--- src/design/vertex_transform_4x4_assert.svh ---
// Assertion macros for the vertex transform block.
// Included by modules that check their own pipeline control; expects clk_i and rst_ni.
`ifndef VERTEX_TRANSFORM_4X4_ASSERT_SVH
`define VERTEX_TRANSFORM_4X4_ASSERT_SVH

// same-cycle implication
`define VT4_ASSERT_NOW(lbl, ante, cons) \
  lbl: assert property (@(posedge clk_i) disable iff (!rst_ni) (ante) |-> (cons)) \
    else $error("vt4 check failed");

// next-cycle implication
`define VT4_ASSERT_NEXT(lbl, ante, cons) \
  lbl: assert property (@(posedge clk_i) disable iff (!rst_ni) (ante) |=> (cons)) \
    else $error("vt4 check failed");

`endif

--- src/design/vt4_pkg.sv ---
// Shared types and constants for the vertex transform block.
// No dependencies; used by every module of the block.
`default_nettype none

package vt4_pkg;

  localparam int FIELD_W   = 32;  // width of every vector and result field
  localparam int CFG_W     = 64;  // width of one matrix register
  localparam int CFG_IDX_W = 4;   // width of the register index port
  localparam int CFG_SEL_W = 3;   // bits that select one of the matrix registers
  localparam int NUM_CFG   = 8;
  localparam int NUM_ROWS  = 4;
  localparam int NUM_COLS  = 4;

  typedef enum logic [1:0] {
    OP_AFFINE    = 2'd0,
    OP_DIRECTION = 2'd1,
    OP_HOMOG     = 2'd2,
    OP_PLANAR    = 2'd3
  } vt4_op_e;

  typedef struct packed {
    vt4_op_e              operation;
    logic [FIELD_W-1:0]   in_x;
    logic [FIELD_W-1:0]   in_y;
    logic [FIELD_W-1:0]   in_z;
    logic [FIELD_W-1:0]   in_w;
  } vt4_in_t;

  typedef struct packed {
    logic [FIELD_W-1:0]   out_x;
    logic [FIELD_W-1:0]   out_y;
    logic [FIELD_W-1:0]   out_z;
    logic [FIELD_W-1:0]   out_w;
    logic                 saturated;
  } vt4_out_t;

  // stage load enables shared by all row lanes
  typedef struct packed {
    logic en1;
    logic en2;
    logic en3;
  } vt4_pipe_ctrl_t;

endpackage

`default_nettype wire

--- src/design/vt4_cfg.sv ---
// Matrix register file: eight 64-bit registers, identity after reset.
// Unpacks the sixteen signed coefficients; depends on vt4_pkg.
`default_nettype none

module vt4_cfg #(
  parameter int DATA_WIDTH = 32,
  parameter int FRAC_BITS  = 16
) (
  input  logic                                  clk_i,
  input  logic                                  rst_ni,
  input  logic                                  cfg_valid_i,
  output logic                                  cfg_ready_o,
  input  logic [vt4_pkg::CFG_IDX_W-1:0]         cfg_index_i,
  input  logic [vt4_pkg::CFG_W-1:0]             cfg_data_i,
  output logic signed [DATA_WIDTH-1:0]          coef_o [vt4_pkg::NUM_ROWS][vt4_pkg::NUM_COLS]
);

  localparam int NREG = vt4_pkg::NUM_CFG;
  localparam int HW   = vt4_pkg::CFG_W / 2;
  localparam logic [HW-1:0] ONE_H = HW'(1) << FRAC_BITS;
  localparam logic [vt4_pkg::CFG_W-1:0] RST_VAL [NREG] = '{
    {{HW{1'b0}}, ONE_H}, '0,
    {ONE_H, {HW{1'b0}}}, '0,
    '0, {{HW{1'b0}}, ONE_H},
    '0, {ONE_H, {HW{1'b0}}}
  };

  logic [vt4_pkg::CFG_W-1:0] regs_q [NREG];
  logic                      wr_en;

  assign cfg_ready_o = 1'b1;
  // indexes past the last register are dropped
  assign wr_en = cfg_valid_i && (cfg_index_i < vt4_pkg::CFG_IDX_W'(NREG));

  always_ff @(posedge clk_i or negedge rst_ni) begin
    if (!rst_ni) begin
      for (int i = 0; i < NREG; i++) begin
        regs_q[i] <= RST_VAL[i];
      end
    end else if (wr_en) begin
      regs_q[cfg_index_i[vt4_pkg::CFG_SEL_W-1:0]] <= cfg_data_i;
    end
  end

  // row r, column c lives in register 2r + c/2, half c%2
  for (genvar r = 0; r < vt4_pkg::NUM_ROWS; r++) begin : g_row
    for (genvar c = 0; c < vt4_pkg::NUM_COLS; c++) begin : g_col
      assign coef_o[r][c] = regs_q[2*r + c/2][HW*(c%2) +: DATA_WIDTH];
    end
  end

endmodule

`default_nettype wire

--- config.mk ---
export PLATFORM = sky130hd
export DESIGN_NAME = vt4_cfg
export DESIGN_NICKNAME = d
export VERILOG_FILES = /design/src/design/vertex_transform_4x4_assert.svh /design/src/design/vt4_pkg.sv /design/src/design/vt4_cfg.sv
export SDC_FILE = /design/constraint.sdc
export NUM_CORES = 1
export LEC_CHECK = 0
export BUFFER_PORTS_ARGS = -buffer_cell sky130_fd_sc_hd__buf_2
export CAP_MARGIN = 20
export CORE_AREA = 8 8 218 220
export CTS_CLUSTER_SIZE = 24
export DETAILED_ROUTE_END_ITERATION = 7
export DIE_AREA = 0 0 226 228
export GPL_ROUTABILITY_DRIVEN = 0
export GPL_TIMING_DRIVEN = 0
export PLACE_DENSITY = 0.77
export SLEW_MARGIN = 25
export SYNTH_ARGS = -nofsm -noshare
export SYNTH_HDL_FRONTEND = slang
export SYNTH_SLANG_ARGS = --single-unit
--- constraint.sdc ---
create_clock -name clk_i -period 1.6 [get_ports clk_i]
set_clock_uncertainty 0.1 [all_clocks]
set_input_delay 0.16 -clock clk_i [delete_from_list [all_inputs] [get_ports clk_i]]
set_output_delay 0.16 -clock clk_i [all_outputs]
set_load 0.005 [all_outputs]
# After elaboration in Yosys (flattened, before gate mapping)
# Cells that the tools add are included.
# classes
addsub	0
mul	0
n_div	0
n_lt_le_gt_ge	3
eq_ne	0
shift	0
mux	3
bitwise	1
n_reduce_logical	2
# ops
op	count
bitwise mux 512 bit	1
demux 64 bit (select 3 bit)	1
2-to-1 mux 64 bit	1
>= comparator 4 bit, second input constant	1
< comparator 4 x 1 -> 1 bit, second input constant	1
< comparator 4 bit, second input constant	1
NOT 3 -> 4 bit	1
logical AND 1 bit	2
# totals
register_bits	512
latch_bits	0
ram_bits	0
romBits	0
out_inout_bits	513
mem_count	0

# Depth between registers and ports, before layout
# depth
depth_word	6
mapped_depth	5
ltp_nobuf	3

# Least setup slack after synthesis
# Ideal clock, no wire load.
# synth_path
path_type	input -> register
start	input port cfg_index_i[3] (netlist name)
end	register regs_q (netlist bit coef_o[128])
setup_time_ns	0.125
arrival_time_ns	1.200
slack_ns	0.175
stages	5
n_path_buf	2
cell_sequence	nor3b_4 -> and3_1 -> buf_6 -> buf_12 -> mux2_4
# synth_between
elab_chain_cells	2
# synth_rtl
item	line	rtl
start: declaration	vt4_cfg.sv:13	input logic [vt4_pkg::CFG_IDX_W-1:0] cfg_index_i,
< comparator 4 bit	vt4_cfg.sv:33	assign wr_en = cfg_valid_i && (cfg_index_i < vt4_pkg::CFG_IDX_W'(NREG));
logical AND 1 bit	vt4_cfg.sv:33	
end signal: indexed assignment	vt4_cfg.sv:38	regs_q[i] <= RST_VAL[i];
end signal: indexed assignment	vt4_cfg.sv:41	regs_q[cfg_index_i[vt4_pkg::CFG_SEL_W-1:0]] <= cfg_data_i;
end: declaration	vt4_cfg.sv:28	logic [vt4_pkg::CFG_W-1:0] regs_q [NREG];
# No other way between the ends.
# A chain may end at the register's enable or synchronous reset.

# Worst setup path in the final report
# layout_path
start	register regs_q (netlist bit coef_o[336])
end	output port coef_o[336] (netlist name)
# layout_rtl
item	line	rtl
end: declaration	vt4_cfg.sv:15	output logic signed [DATA_WIDTH-1:0] coef_o [vt4_pkg::NUM_ROWS][vt4_pkg::NUM_COLS]
# No word-level cell between the ends.

==> flow_summary.ini <==
[global_route]
track_usage_pct = 22.19
grt_pass1_wl_um = 87880
grt_max_degree = 99
overflow = 0
grt_pass1_vias = 13510
antenna_found_initial = 1

[layout]
nets = 1871
stdcell_count = 2433
largest_register_ffs = 512
n_fill_cell = 3215
area_growth_pct = 31.48
antenna_cells = 0
layout-drive-gt1-share_pct = 67.52

[timing]
period_share_pct = 93.01
rsz0062_at_grt = no
hold_violations = 0
maxSlewViolCount = 0
min_period_ps = 1488
fin_tns_setup_ps = 0
worst_slew_pin_slew_ps = 616.5
clock.fmax_mhz = 672.0
timing.slew.headroom_pct = 58.80
setup_viol = 0
setup_slack_ps = 111.9

[placed_design]
io_buffer_count = 582
place_inst = 2271
pre_cts_slack_ps = -421.1
post-dp-hpwl_um = 42270

[run_status]
status = finished clean

[clocking]
cts_buffer_depth = 3
cts.sinks = 512
cts_tree = built
clk_pin_slew_ps = 60
cts-buffers-inserted = 52
h-tree-depth = 2
clock_latency_ps = 570
cts_root_buf = clkbuf_16
postCtsSetupRepairBufs = 0

[logic_synthesis]
synth_top_area_cell = dfrtp_1
postSynthCellCount = 1092
synth_top_area_share_pct = 63.39
synth_fp_nets = 1163
yosys_warnings = 0
synth_area_leaders = dfrtp_1 63%, mux2_2 18%, mux2_4 13%
yosysSeqAreaShare_pct = 63.91
ys_ff_latch = 512
synth_ff_type = dfrtp_1
synthArstFlopShare_pct = 100.0
syn-cell-area_um2 = 20050
synth.avg_cell_area_um2 = 18.36
ys_types = 20
synth_edf_count = 0
post-synth-top-count-cell = dfrtp_1
synth_commonest_cells = 508 x dfrtp_1, 327 x mux2_2, 180 x mux2_4

[min_path]
holdCritPathClass = in2async

[floorplanning]
boundaryPins = 584
die-area_um2 = 51530
core_um2 = 43840
num_rows = 77
die_h_um = 228
dieWidth_um = 226
start_util_pct = 45.75

[power]
intPower_uw = 28640
powerDensity_nw_per_um2 = 1479
swShare_pct = 26.59
p_clk_share_pct = 32.4
finalPower_uw = 39010
ir_drop_mv = 1.100
p_leak_uw = 0.01341
switchingPower_uw = 10370
seqPwrFrac_pct = 45.4
combPwrFrac_pct = 22.2

[critical_path]
path_cells = buf_2
cp_slowest_stage_delay_ps = 530
cp_slowest_cell = dfstp_2
cp.depth = 1
cp_top_family = flip-flops
crit_required_ps = 1340
cp_data_arrival_time_ps = 1230
critPathLaunchType = flip-flop
path_class = reg2out
setup.worst_path.end_class = output port
cp_max_fo = 2
critPathBufInv = 1
r2r_cells = 1

[route]
wl_per_cell_um = 24.39
vias_per_cell = 5.084
first_iter_violations = 538
firstDrtPassIters = 4
drc = 0
ant_nets = 0
totalWireLength_um = 59330
vias = 12370

[flow_run]
drv_cap = 0
-- per-layer routing --
layer,track usage [%],wire (um),share of wire (%),vias to the layer above
met3,6.390,4923,8.3,122
met4,9.080,2290,3.9,0
met1,27.07,23160,39,6448
met5,0,0,0,-
met2,36.62,28950,49,517
li1,-,-,-,5283
-- layout make-up --
class                      count  area [um^2]  share of cell area (%)
timing repair buffer         654         3766                   14.28
multi-input combinational    525         6561                   24.88
clock buffer                  81         1593                   6.041
clock inverter                14        212.7                  0.8067
buffer                        55        675.6                   2.563
sequential                   512        12820                   48.61
tap                          592        740.7                   2.809
-- power by group through the flow --
stage	Combinational, uW	Clock [uW]	Sequential [uW]
floorplan	3370	0	17900
global placement	8390	0	17600
global route	9280	13300	18000
finish	8640	12600	17700
detailed placement	8630	0	17800
CTS	8790	12900	17700
-- layout by cell type (no fill, tap or decap), drive strengths merged, types with 3 or more instances in the layout --
cell	synthesis	layout
clkbuf	0	83
dfstp	4	4
mux2	512	512
nand3b	3	3
clkinv	0	7
buf	55	642
dfrtp	508	508
nor3b	3	3
bufinv	0	5
dlygate4sd3	0	65
-- timing repair --
action,in CTS,in global routing
endpoints found under the hold margin,827,0
resized for setup,0,1
setup endpoints to repair,0,192
hold buffers,65,0
-- stage by stage --
step                      instance area [um^2]  hold WS (ps)  utilization [%]
final                                    26370         26.29            60.15
after floorplan                          20050        -235.6                -
after detailed placement                 23860         43.42            54.42
after global placement                   23710         362.9            54.08
after CTS                                26310         17.22            60.02
after global routing                     26370         57.16            60.15
-- worst paths after layout --
check / startpoint / endpoint / slack, ps
hold reg to reg: coef_o[7] / coef_o[7] / 380
setup / recovery: coef_o[336] / coef_o[336] / 110
setup reg to reg: coef_o[435] / coef_o[435] / 700
hold / removal: rst_ni / coef_o[248] / 30
min in group clk_i: cfg_valid_i / coef_o[31] / 140
max in group asynchronous: rst_ni / coef_o[67] / 210
-- cells by family (layout without fill, tap and decap cells) --
group,Yosys count,after routing,synth area share [%]
multiplexers,512,512,32.12
other,1,1,0.01870
buffers and inverters,55,804,3.369
flip-flops,512,512,63.91
AND/OR/NAND/NOR,12,12,0.5802
(Power assumes the default switching activity.)
